[src/rtl/core/hjb_pkg.sv]
// shared types and constants of the hash-join build and probe core
// no dependencies
`default_nettype none

package hjb_pkg;

    localparam int CMD_W    = 2;
    localparam int KEY_W    = 32;
    localparam int VAL_W    = 32;
    localparam int SUM_W    = 64;
    localparam int CFG_W    = 5;
    localparam int STATUS_W = 3;

    localparam int SLOTS_LOG2_RESET = 16;

    localparam logic [CMD_W-1:0] CMD_INSERT = 2'd0;
    localparam logic [CMD_W-1:0] CMD_PROBE  = 2'd1;
    localparam logic [CMD_W-1:0] CMD_CLEAR  = 2'd2;

    typedef enum logic [STATUS_W-1:0] {
        ST_DONE = 3'd0,
        ST_HIT  = 3'd1,
        ST_MISS = 3'd2,
        ST_FULL = 3'd3,
        ST_ZERO = 3'd4
    } status_t;

    // classified operation handed from front to back
    typedef enum logic [2:0] {
        OP_INSERT = 3'd0,
        OP_PROBE  = 3'd1,
        OP_CLEAR  = 3'd2,
        OP_NOP    = 3'd3,
        OP_ZERO   = 3'd4
    } op_t;

    typedef struct packed {
        op_t              op;
        logic [KEY_W-1:0] key;
        logic [VAL_W-1:0] value;
        logic             last;
    } item_t;

endpackage

`default_nettype wire

[src/rtl/core/hjb_queue.sv]
// two-entry queue of classified requests between front and back
// depends on hjb_pkg
`default_nettype none

module hjb_queue import hjb_pkg::*;
(
    input  wire logic  clk,
    input  wire logic  rst_n,
    input  wire logic  push,
    input  wire item_t push_item,
    output logic       full,
    input  wire logic  pop,
    output item_t      pop_item,
    output logic       empty
);

    localparam int DEPTH = 2;

    item_t      entry_reg [DEPTH];
    logic       wr_ptr_reg, wr_ptr_next;
    logic       rd_ptr_reg, rd_ptr_next;
    logic [1:0] count_reg, count_next;

    assign full     = (count_reg == 2'(DEPTH));
    assign empty    = (count_reg == 2'd0);
    assign pop_item = entry_reg[rd_ptr_reg];

    always_comb
    begin
        wr_ptr_next = wr_ptr_reg;
        rd_ptr_next = rd_ptr_reg;
        count_next  = count_reg;
        if (push && !full)
        begin
            wr_ptr_next = ~wr_ptr_reg;
        end
        if (pop && !empty)
        begin
            rd_ptr_next = ~rd_ptr_reg;
        end
        if ((push && !full) && !(pop && !empty))
        begin
            count_next = count_reg + 2'd1;
        end
        else if (!(push && !full) && (pop && !empty))
        begin
            count_next = count_reg - 2'd1;
        end
    end

    always_ff @(posedge clk or negedge rst_n)
    begin
        if (!rst_n)
        begin
            wr_ptr_reg <= 1'b0;
            rd_ptr_reg <= 1'b0;
            count_reg  <= 2'd0;
        end
        else
        begin
            wr_ptr_reg <= wr_ptr_next;
            rd_ptr_reg <= rd_ptr_next;
            count_reg  <= count_next;
        end
    end

    always_ff @(posedge clk)
    begin
        if (push && !full)
        begin
            entry_reg[wr_ptr_reg] <= push_item;
        end
    end

endmodule

`default_nettype wire

[config.mk]
export PLATFORM = sky130hd
export DESIGN_NAME = hjb_queue
export DESIGN_NICKNAME = d
export VERILOG_FILES = /design/src/rtl/core/hjb_pkg.sv /design/src/rtl/core/hjb_queue.sv
export SDC_FILE = /design/constraint.sdc
export NUM_CORES = 1
export LEC_CHECK = 0
export BUFFER_PORTS_ARGS = -buffer_cell sky130_fd_sc_hd__buf_2
export CAP_MARGIN = 20
export CORE_MARGIN = 2
export CORE_UTILIZATION = 50
export CTS_BUF_LIST = sky130_fd_sc_hd__clkbuf_8
export DETAILED_ROUTE_END_ITERATION = 10
export HOLD_SLACK_MARGIN = 0.03
export PLACE_DENSITY_LB_ADDON = 0.12
export SYNTH_ARGS = -nofsm -noshare
export SYNTH_HDL_FRONTEND = slang
export SYNTH_SLANG_ARGS = --single-unit
[constraint.sdc]
create_clock -name clk -period 4.5 [get_ports clk]
set_clock_uncertainty 0.1 [all_clocks]
set_input_delay 0.675 -clock clk [delete_from_list [all_inputs] [get_ports clk]]
set_output_delay 0.675 -clock clk [all_outputs]
set_load 0.01 [all_outputs]
==> out/qor.csv <==
stage,metric,value,unit
floorplan,die_area,11100,um^2
worst_setup_path,worst_ep_required_time,3720,ps
global_routing,grt_pass1_wl,13100,um
hold_path,hold_class,in -> reg,
route,ant_nets,0,
floorplan,chipHeight,105,um
sta,slew_violations,0,
layout,area_growth,25.2,%
logic_synthesis,synth_largest_area_cell,edfxtp_1,
placement,gp_congestion,0.696,
logic_synthesis,ys.warnings.count,0,
route,via_per_inst,4.84,
logic_synthesis,syn_inst,231,
route,routed_wl,8630,um
cts,clock_latency,420,ps
layout,finalNonFillerCells,534,
logic_synthesis,syn_avg_cell_area,22.3,um^2
power_and_ir_drop,netSwitchingFraction,28.0,%
power_and_ir_drop,switching_power,1170,uW
logic_synthesis,synthArstFlopShare,2.86,%
sta,max_slew.worst_pin.slew,1020,ps
sta,rsz0062_at_grt,no,
global_routing,grtUsageTotal,16.1,%
floorplan,rows,37,
cts,htree_levels,4,
cts,numCtsBuffers,17,
global_routing,grt_antenna_before_repair,0,
placement,portBuffers,141,
worst_setup_path,worstPathArrival,2150,ps
layout,antennaDiodeCount,0,
worst_setup_path,path_max_fanout,69,
logic_synthesis,yosys_register_bits,140,
route,drc,0,
placement,place_inst,501,
logic_synthesis,synth_flop_cell,edfxtp_1,
power_and_ir_drop,p_seq_share,47.6,%
sta,finalSetupTns,0,ps
layout,drive_gt1_share,60.6,%
sta,fin_crit_sh,65.0,%
sta,max_freq,0.342,GHz
logic_synthesis,syn_nets,304,
logic_synthesis,netlist_area,5150,um^2
sta,final-setup-viol-count,0,
cts,cts_tree,yes,
route,drt-wirelength-per-cell,16.2,um
logic_synthesis,synth_edf_count,136,
floorplan,die_x,105,um
sta,min_period,2930,ps
power_and_ir_drop,leakage,0.00246,uW
floorplan,coreArea,10100,um^2
logic_synthesis,synth_most_common_cell,edfxtp_1,
logic_synthesis,synthTopCellsByCount,"136 x edfxtp_1, 58 x mux2_2, 10 x mux2_4, 5 x buf_2, 4 x dfrtp_1",
logic_synthesis,synth_area_leaders,"edfxtp_1 79%, mux2_2 13%, mux2_4 2.9%",
worst_setup_path,crit_path_start_kind,register,
worst_setup_path,rrSetupSlack,2220,ps
sta,finalHoldViolations,0,
floorplan,io-pin-count,142,
floorplan,start_util,50.8,%
cts,clock_path_buffers,2,
power_and_ir_drop,pwr-share-comb,26.2,%
run,drv_cap,0,
logic_synthesis,ys_seq_area_share,81.3,%
logic_synthesis,yosysTopAreaCellShare,79.4,%
cts,path_clk_slew,80,ps
power_and_ir_drop,clock_power_share,26.2,%
power_and_ir_drop,irDropWorstVdd,746,uV
cts,cts_resized,0,
power_and_ir_drop,p_per_area,648,nW/um^2
logic_synthesis,yosysUniqueCellTypes,16,
global_routing,grt_overflow_total,0,
worst_setup_path,crit_type,reg -> out,
route,vias,2584,
worst_setup_path,crit_path_end_kind,output pin,
sta,max_slew_margin,31.5,%
route,first_pass_iters,4,
power_and_ir_drop,p_int,3010,uW
layout,largest_register_ffs,136,
route,drtIter0Drc,102,
global_routing,grt_pass1_vias,2669,
placement,dp_hpwl,5320,um
cts,clock_sinks,140,
cts,post_cts_buffers,0,
run_status,status,"complete, no violations",
cts,cts_root_buf,clkbuf_8,
global_routing,grt_start_max_net_pins,70,
layout,fin_nets,458,
power groups by stage:
| stage | sequential, uW | clock [uW] | combinational [uW] |
|---|---|---|---|
| finish | 1990 | 1090 | 1090 |
| global route | 2030 | 1170 | 1190 |
| CTS | 2000 | 1120 | 1120 |
| detailed placement | 2020 | 0 | 1110 |
| global placement | 2010 | 0 | 1110 |
| floorplan | 1880 | 0 | 841 |
per-layer routing:
| layer | share of wire (%) | GRT usage (%) | wire length, um |
|---|---|---|---|
| met3 | 6.9 | 6.12 | 594 |
| met5 | 0 | 0 | 0 |
| met2 | 50 | 25.3 | 4320 |
| met1 | 42 | 19.8 | 3610 |
| met4 | 1.3 | 7.43 | 108 |
final timing paths:
kind                                          startpoint                        end  depth (start not counted)
max in group asynchronous                          rst_n     rd_ptr_reg$_DFFE_PN0P_                          2
min in group asynchronous                          rst_n     wr_ptr_reg$_DFFE_PN0N_                          2
worst max register to register  count_reg[0]$_DFFE_PN0P_  entry_reg[0][4]$_DFFE_PP_                          4
worst min register to register  count_reg[1]$_DFFE_PN0P_   count_reg[1]$_DFFE_PN0P_                          1
worst max-delay path              rd_ptr_reg$_DFFE_PN0P_               pop_item[58]                          2
worst min-delay path                        push_item[3]  entry_reg[1][3]$_DFFE_PP_                          1
stage by stage:
| stage | instance area [um^2] | setup WS (ps) | utilization, % | hold slack (ps) | total power (uW) |
|---|---|---|---|---|---|
| 6_report | 6440 | 1570 | 63.6 | 336 | 4180 |
| 5_1_grt | 6440 | 1470 | 63.6 | 304 | 4390 |
| 4_1_cts | 6440 | 1570 | 63.6 | 301 | 4240 |
| 3_5_place_dp | 6000 | 2010 | 59.1 | 391 | 3140 |
| 3_3_place_gp | 6000 | 2030 | 59.1 | 386 | 3120 |
| 2_1_floorplan | 5150 | 301 | - | 279 | 2730 |
kinds of logic after synthesis:
logic type | Yosys count | synth area share (%)
compound gates | 1 | 0.0972
fa+ha+maj | 1 | 0.243
flops | 140 | 81.3
xor+xnor | 5 | 0.851
buf+inv | 10 | 1.36
simple gates | 6 | 0.535
mux | 68 | 15.6
repair_timing:
item	in CTS	in global routing
setup endpoints to repair	0	0
hold endpoints to repair	4	0
hold buffers	1	0
cells in the final DEF, fill, tap and decap left out:
cell,Yosys,layout
mux2_2,58,58
nand2b_1,1,1
bufinv_16,0,5
nand2_1,1,1
nor2_4,0,1
nor2_1,3,2
clkinv_1,0,3
buf_2,5,141
mux2_4,10,10
clkinvlp_4,0,2
clkinv_2,0,3
edfxtp_1,136,136
dfrtp_4,0,1
dlygate4sd3_1,0,1
clkinv_4,0,1
buf_12,0,1
inv_1,2,3
xnor2_1,3,3
o21ai_0,1,1
dfrtp_1,4,3
ha_1,1,1
xor2_1,2,2
clkbuf_8,0,17
and3_4,0,1
cell type report:
type / instances / area, um^2
sequential: 140 / 4190
fill: 759 / 3690
multi-input combinational: 81 / 905
timing repair buffer: 143 / 736
clock buffer: 17 / 234
clock inverter: 15 / 204
tap: 136 / 170
inverter: 2 / 7.51
critical path, stage by stage, from the launching register on:
cell and delay, ps:
dfrtp_4 1070, mux2_2 430, buf_2 140
(Power assumes the default switching activity.)
