**config.mk**
```make
export PLATFORM = sky130hd
export DESIGN_NAME = hjb_front_flat
export DESIGN_NICKNAME = d
export VERILOG_FILES = /design/src/rtl/core/hjb_pkg.sv /design/src/rtl/core/hjb_channels.sv /design/src/rtl/core/hjb_front.sv /design/src/flat_wrapper.sv
export SDC_FILE = /design/constraint.sdc
export NUM_CORES = 1
export LEC_CHECK = 0
export BUFFER_PORTS_ARGS = -buffer_cell sky130_fd_sc_hd__clkbuf_2
export CAP_MARGIN = 20
export CELL_PAD_IN_SITES_DETAIL_PLACEMENT = 0
export CELL_PAD_IN_SITES_GLOBAL_PLACEMENT = 2
export CORE_AREA = 5 5 116 85
export DETAILED_ROUTE_END_ITERATION = 6
export DIE_AREA = 0 0 121 90
export MAX_ROUTING_LAYER = met4
export PLACE_DENSITY_LB_ADDON = 0.1
export RECOVER_POWER = 25
export SYNTH_ARGS = -nofsm -noshare
export SYNTH_HDL_FRONTEND = slang
export SYNTH_SLANG_ARGS = --single-unit
```
**constraint.sdc**
```tcl
create_clock -name clk -period 1.49 [get_ports clk]
set_input_delay 0 -clock clk [delete_from_list [all_inputs] [get_ports clk]]
set_output_delay 0 -clock clk [all_outputs]
set_load 0.02 [all_outputs]
```
**src/rtl/core/hjb_pkg.sv**
```systemverilog
// shared types and constants of the hash-join build and probe core
// no dependencies
`default_nettype none

package hjb_pkg;

    localparam int CMD_W    = 2;
    localparam int KEY_W    = 32;
    localparam int VAL_W    = 32;
    localparam int SUM_W    = 64;
    localparam int CFG_W    = 5;
    localparam int STATUS_W = 3;

    localparam int SLOTS_LOG2_RESET = 16;

    localparam logic [CMD_W-1:0] CMD_INSERT = 2'd0;
    localparam logic [CMD_W-1:0] CMD_PROBE  = 2'd1;
    localparam logic [CMD_W-1:0] CMD_CLEAR  = 2'd2;

    typedef enum logic [STATUS_W-1:0] {
        ST_DONE = 3'd0,
        ST_HIT  = 3'd1,
        ST_MISS = 3'd2,
        ST_FULL = 3'd3,
        ST_ZERO = 3'd4
    } status_t;

    // classified operation handed from front to back
    typedef enum logic [2:0] {
        OP_INSERT = 3'd0,
        OP_PROBE  = 3'd1,
        OP_CLEAR  = 3'd2,
        OP_NOP    = 3'd3,
        OP_ZERO   = 3'd4
    } op_t;

    typedef struct packed {
        op_t              op;
        logic [KEY_W-1:0] key;
        logic [VAL_W-1:0] value;
        logic             last;
    } item_t;

endpackage

`default_nettype wire

```
**src/rtl/core/hjb_channels.sv**
```systemverilog
// request and result channel interfaces of the hash-join core
// depends on hjb_pkg
`default_nettype none

interface hjb_req_if import hjb_pkg::*; ();
    logic             valid;
    logic             ready;
    logic [CMD_W-1:0] cmd;
    logic [KEY_W-1:0] key;
    logic [VAL_W-1:0] value;
    logic             last_of_batch;

    modport source (output valid, output cmd, output key, output value,
                    output last_of_batch, input ready);
    modport sink   (input valid, input cmd, input key, input value,
                    input last_of_batch, output ready);
endinterface


`default_nettype wire

```
**src/rtl/core/hjb_front.sv**
```systemverilog
// front end: takes requests, classifies them, holds the slot count register
// depends on hjb_pkg and hjb_channels
`default_nettype none

module hjb_front import hjb_pkg::*;
#(
    parameter int MAX_SLOT_BITS = 16
)
(
    input  wire logic                     clk,
    input  wire logic                     rst_n,
    hjb_req_if.sink                       request,
    input  wire logic                     cfg_we,
    input  wire logic [CFG_W-1:0]         cfg_wdata,
    input  wire logic                     init_busy,
    input  wire logic                     q_full,
    output logic                          push,
    output item_t                         push_item,
    output logic [MAX_SLOT_BITS-1:0]      slot_mask
);

    localparam int RESET_BITS = (SLOTS_LOG2_RESET > MAX_SLOT_BITS) ?
                                MAX_SLOT_BITS : SLOTS_LOG2_RESET;
    localparam logic [MAX_SLOT_BITS-1:0] MASK_RESET =
        MAX_SLOT_BITS'((2 ** RESET_BITS) - 1);

    logic [MAX_SLOT_BITS-1:0] slot_mask_reg, slot_mask_next;
    logic [CFG_W-1:0]         used_bits;
    op_t                      op;

    // clamp the written slot count to 1..MAX_SLOT_BITS and expand to a mask
    always_comb
    begin
        used_bits = cfg_wdata;
        if (cfg_wdata == '0)
        begin
            used_bits = CFG_W'(1);
        end
        else if (cfg_wdata > CFG_W'(MAX_SLOT_BITS))
        begin
            used_bits = CFG_W'(MAX_SLOT_BITS);
        end
        for (int i = 0; i < MAX_SLOT_BITS; i++)
        begin
            slot_mask_next[i] = (CFG_W'(i) < used_bits);
        end
    end

    always_ff @(posedge clk or negedge rst_n)
    begin
        if (!rst_n)
        begin
            slot_mask_reg <= MASK_RESET;
        end
        else if (cfg_we)
        begin
            slot_mask_reg <= slot_mask_next;
        end
    end

    assign slot_mask = slot_mask_reg;

    always_comb
    begin
        case (request.cmd)
            CMD_INSERT: op = OP_INSERT;
            CMD_PROBE:  op = OP_PROBE;
            CMD_CLEAR:  op = OP_CLEAR;
            default:    op = OP_NOP;
        endcase
        // key zero is the empty marker and never enters the table
        if ((request.cmd inside {CMD_INSERT, CMD_PROBE}) && (request.key == '0))
        begin
            op = OP_ZERO;
        end
    end

    assign request.ready   = !q_full && !init_busy;
    assign push            = request.valid && request.ready;
    assign push_item.op    = op;
    assign push_item.key   = request.key;
    assign push_item.value = request.value;
    assign push_item.last  = request.last_of_batch;

endmodule

`default_nettype wire

```
**src/flat_wrapper.sv**
```systemverilog
// flat-port wrapper written by rule: the top's interface ports become plain ports
module hjb_front_flat import hjb_pkg::*;
#(
    parameter int MAX_SLOT_BITS = 16
)
  (clk, rst_n, cfg_we, cfg_wdata, init_busy, q_full, push, push_item, slot_mask, request_valid, request_cmd, request_key, request_value, request_last_of_batch, request_ready);
  hjb_req_if request_i ();
  input  wire logic clk;
  input  wire logic rst_n;
  input  wire logic cfg_we;
  input  wire logic [CFG_W-1:0] cfg_wdata;
  input  wire logic init_busy;
  input  wire logic q_full;
  output logic push;
  output item_t push_item;
  output logic [MAX_SLOT_BITS-1:0] slot_mask;
  input wire logic [$bits(request_i.valid)-1:0] request_valid;
  input wire logic [$bits(request_i.cmd)-1:0] request_cmd;
  input wire logic [$bits(request_i.key)-1:0] request_key;
  input wire logic [$bits(request_i.value)-1:0] request_value;
  input wire logic [$bits(request_i.last_of_batch)-1:0] request_last_of_batch;
  output wire logic [$bits(request_i.ready)-1:0] request_ready;
  assign request_i.valid = request_valid;
  assign request_i.cmd = request_cmd;
  assign request_i.key = request_key;
  assign request_i.value = request_value;
  assign request_i.last_of_batch = request_last_of_batch;
  assign request_ready = request_i.ready;
  hjb_front #(.MAX_SLOT_BITS(MAX_SLOT_BITS)) u_core (.clk(clk), .rst_n(rst_n), .request(request_i), .cfg_we(cfg_we), .cfg_wdata(cfg_wdata), .init_busy(init_busy), .q_full(q_full), .push(push), .push_item(push_item), .slot_mask(slot_mask));
endmodule
```
==> flow_results.xml <==
<?xml version="1.0" encoding="UTF-8"?>
<metrics>
  <group name="synth">
    <metric name="number_of_enable_flip_flop_cells_after_synthesis" unit="">0</metric>
    <metric name="syn_area_per_cell" unit="um^2">8.52</metric>
    <metric name="yosys_most_used_dff" unit="">dfstp_2</metric>
    <metric name="ys_async_sr_fraction" unit="">1.00</metric>
    <metric name="synth_area_leaders" unit="">buf_4 (38%), dfstp_2 (33%), nor2_1 (5.3%), a31oi_1 (4.9%), nor4_1 (3.4%)</metric>
    <metric name="synth_largest_area_cell" unit="">buf_4</metric>
    <metric name="netlist_area" unit="um^2">1270</metric>
    <metric name="synth_sequential_area_ratio" unit="">0.331</metric>
    <metric name="synth-warning-count" unit="">0</metric>
    <metric name="postSynthCellCount" unit="">149</metric>
    <metric name="yosysUniqueCellTypes" unit="">23</metric>
    <metric name="synth_nets" unit="">227</metric>
    <metric name="yosys.area.top_type_share" unit="">0.384</metric>
    <metric name="yosysMostFrequentCell" unit="">buf_4</metric>
    <metric name="synth_commonest_cells" unit="">buf_4 (65), nor2_1 (18), dfstp_2 (16)</metric>
    <metric name="synth-seq-cells" unit="">16</metric>
  </group>
  <group name="sta">
    <metric name="clock_skew" unit="ns">0</metric>
    <metric name="max_freq" unit="MHz">951</metric>
    <metric name="slew_headroom" unit="">0.633</metric>
    <metric name="rsz_0062_raised_after_global_routing" unit="">no</metric>
    <metric name="final.setup.tns" unit="ns">0</metric>
    <metric name="final_max_slew_viol_count" unit="">0</metric>
    <metric name="fin_crit" unit="ns">1.05</metric>
    <metric name="finalSetupViolations" unit="">0</metric>
    <metric name="finalHoldWorstSlack" unit="ns">-0.0198</metric>
    <metric name="timing_worst_slew_pin_value" unit="ns">0.551</metric>
    <metric name="hold_viol_final" unit="">16</metric>
    <metric name="final.period_utilization" unit="">0.706</metric>
  </group>
  <group name="layout">
    <metric name="syn2layout_area_growth" unit="%">15.1</metric>
    <metric name="post_route_cells_drive_above_1_share" unit="">0.667</metric>
    <metric name="nets" unit="">257</metric>
    <metric name="largest_register_ffs" unit="">16</metric>
    <metric name="n_antenna_cell" unit="">0</metric>
  </group>
  <group name="power">
    <metric name="maximum_ir_drop_on_the_vdd_rail" unit="mV">0.465</metric>
    <metric name="power.combinational.fraction" unit="">0.257</metric>
    <metric name="p_leak" unit="nW">0.699</metric>
    <metric name="seq_power_share" unit="">0.373</metric>
    <metric name="pwr_density_cell" unit="nW/um^2">940</metric>
    <metric name="switching_share" unit="">0.295</metric>
    <metric name="clockPowerShare" unit="">0.370</metric>
    <metric name="internal-power" unit="mW">0.968</metric>
    <metric name="power.switching" unit="mW">0.406</metric>
  </group>
  <group name="die">
    <metric name="fp.dieArea" unit="um^2">10900</metric>
    <metric name="core-area" unit="um^2">8740</metric>
    <metric name="die_height" unit="um">90</metric>
    <metric name="die_width" unit="um">121</metric>
    <metric name="initial_utilization" unit="">0.145</metric>
    <metric name="floorplan.io_pins" unit="">164</metric>
    <metric name="rows" unit="">29</metric>
  </group>
  <group name="clocking">
    <metric name="max-clock-path-buffers" unit="">2</metric>
    <metric name="total_clock_buffers_created_by_cts" unit="">3</metric>
    <metric name="cts-root-buf" unit="">clkbuf_16</metric>
    <metric name="clock-sinks" unit="">16</metric>
    <metric name="postCtsSetupBuffers" unit="">0</metric>
    <metric name="ctsResizeCount" unit="">0</metric>
    <metric name="tritoncts_clock_tree" unit="">built</metric>
    <metric name="ctsHoldBuffers" unit="">0</metric>
    <metric name="clock_insertion_delay_worst_skew" unit="ns">0.24</metric>
    <metric name="number_of_levels_in_the_clock_h_tree" unit="">1</metric>
    <metric name="clk_pin_slew" unit="ns">0.05</metric>
  </group>
  <group name="routing">
    <metric name="detailedRoute.firstIterationViolations" unit="">41</metric>
    <metric name="drc" unit="">0</metric>
    <metric name="average_via_count_per_standard_cell" unit="">3.40</metric>
    <metric name="final_antenna_net_count" unit="">0</metric>
    <metric name="num_vias" unit="">1022</metric>
    <metric name="drt-pass1-iter-count" unit="">4</metric>
    <metric name="drt_wl_total" unit="um">3770</metric>
    <metric name="routed_length_per_placed_instance" unit="um">12.5</metric>
  </group>
  <group name="worst_setup_path">
    <metric name="critPathKind" unit="">in -&gt; out</metric>
    <metric name="timing.critical_path.required" unit="ns">1.49</metric>
    <metric name="cp_max_fo" unit="">2</metric>
    <metric name="worst_setup_path_start_kind" unit="">input port</metric>
    <metric name="max_stage_delay" unit="ns">0.33</metric>
    <metric name="crit_arrival" unit="ns">1.05</metric>
    <metric name="critPathMostFrequentCell" unit="">clkbuf_2</metric>
    <metric name="worst_setup_path_startpoint" unit="">request_cmd[1]</metric>
    <metric name="cp_slowest_cell" unit="">nor4_1</metric>
    <metric name="worstReg2RegStart" unit="">u_core.slot_mask[1]</metric>
    <metric name="crit_chain" unit="">clkbuf_2, nor4_1, nand4_1, o31a_1, clkbuf_2</metric>
    <metric name="cp-end-kind" unit="">output pin</metric>
  </group>
  <group name="outcome">
    <metric name="outcome" unit="">complete, but fails checks</metric>
    <metric name="failed_checks" unit="">hold timing</metric>
  </group>
  <group name="min_path">
    <metric name="worstHoldPathType" unit="">in -&gt; async</metric>
  </group>
  <group name="run">
    <metric name="max_cap_violations" unit="">0</metric>
  </group>
  <group name="global_route">
    <metric name="grt.overflow.total" unit="">0</metric>
    <metric name="antenna_found_initial" unit="">0</metric>
    <metric name="grtUsageTotal" unit="">0.0674</metric>
    <metric name="grt_max_degree" unit="">31</metric>
    <metric name="grt_pass1_wl" unit="um">5730</metric>
    <metric name="first_global_vias" unit="">1068</metric>
  </group>
  <group name="placed_design">
    <metric name="globalplace.congestion" unit="">0.680</metric>
    <metric name="dp.final_hpwl" unit="um">3190</metric>
    <metric name="numPortBuffers" unit="">97</metric>
  </group>
</metrics>
-- stage by stage --
step | cells | setup WS, ns | power (mW) | cell area (um^2) | util
final | 301 | 0.438 | 1.37 | 1460 | 0.167
after global routing | 301 | 0.258 | 1.45 | 1460 | 0.167
after CTS | 301 | 0.386 | 1.41 | 1460 | 0.167
after detailed placement | 298 | 0.396 | 0.878 | 1390 | 0.159
after floorplan | 149 | 0.593 | 0.891 | 1270 | -
after global placement | 298 | 0.423 | 0.884 | 1390 | 0.159
-- kinds of logic after synthesis --
family	after synthesis	share of synthesized area
compound gates	23	0.109
simple gates	36	0.135
buf+inv	73	0.416
mux	1	0.00887
flops	16	0.331
-- cell type report --
type / count / area (um^2)
Fill cell: 987 / 7280
Timing Repair Buffer: 97 / 485
Sequential cell: 16 / 420
Multi-Input combinational cell: 60 / 322
Tap cell: 124 / 155
Clock buffer: 3 / 75.1
Inverter: 1 / 3.75
-- critical path, delay by kind of cell --
kind | cells | cell delay, ns
buf+inv | 2 | 0.24
simple gates | 2 | 0.50
compound gates | 1 | 0.31
-- path summary, 6_finish.rpt --
check / endpoint / slack [ns] / cells after the start
setup / recovery: push_item[65] / 0.44 / 5
hold / removal: u_core.slot_mask[7] / -0.02 / 1
setup reg to reg: u_core.slot_mask[1] / 0.67 / 2
hold reg to reg: u_core.slot_mask[4] / 0.48 / 2
max in group asynchronous: u_core.slot_mask[12] / 1.48 / 1
min in group clk: push_item[31] / 0 / 0
-- per-layer routing --
metal / up-vias / GRT usage / wire, um
met3: 20 / 0.0220 / 305
met4: 0 / 0.0217 / 81
li1: 503 / - / -
met2: 50 / 0.116 / 1850
met5: - / - / 0
met1: 449 / 0.0737 / 1530
-- power by group through the flow --
stage,sequential [mW],clock [mW],combinational (mW)
floorplan,0.560,0,0.331
global placement,0.518,0,0.366
detailed placement,0.519,0,0.360
CTS,0.513,0.532,0.361
global route,0.517,0.554,0.384
finish,0.512,0.509,0.353
-- layout by cell type (no fill, tap or decap), drive strengths merged, types with 2 or more instances in the layout --
master	synthesis	final
nand4	3	3
nor2	18	18
nand2	2	2
dfstp	16	16
a21oi	7	7
nor3	2	2
clkbuf	3	100
o21ai	2	2
nor4	7	7
a31oi	10	10
No activity file was read; power rests on OpenSTA's default activity.
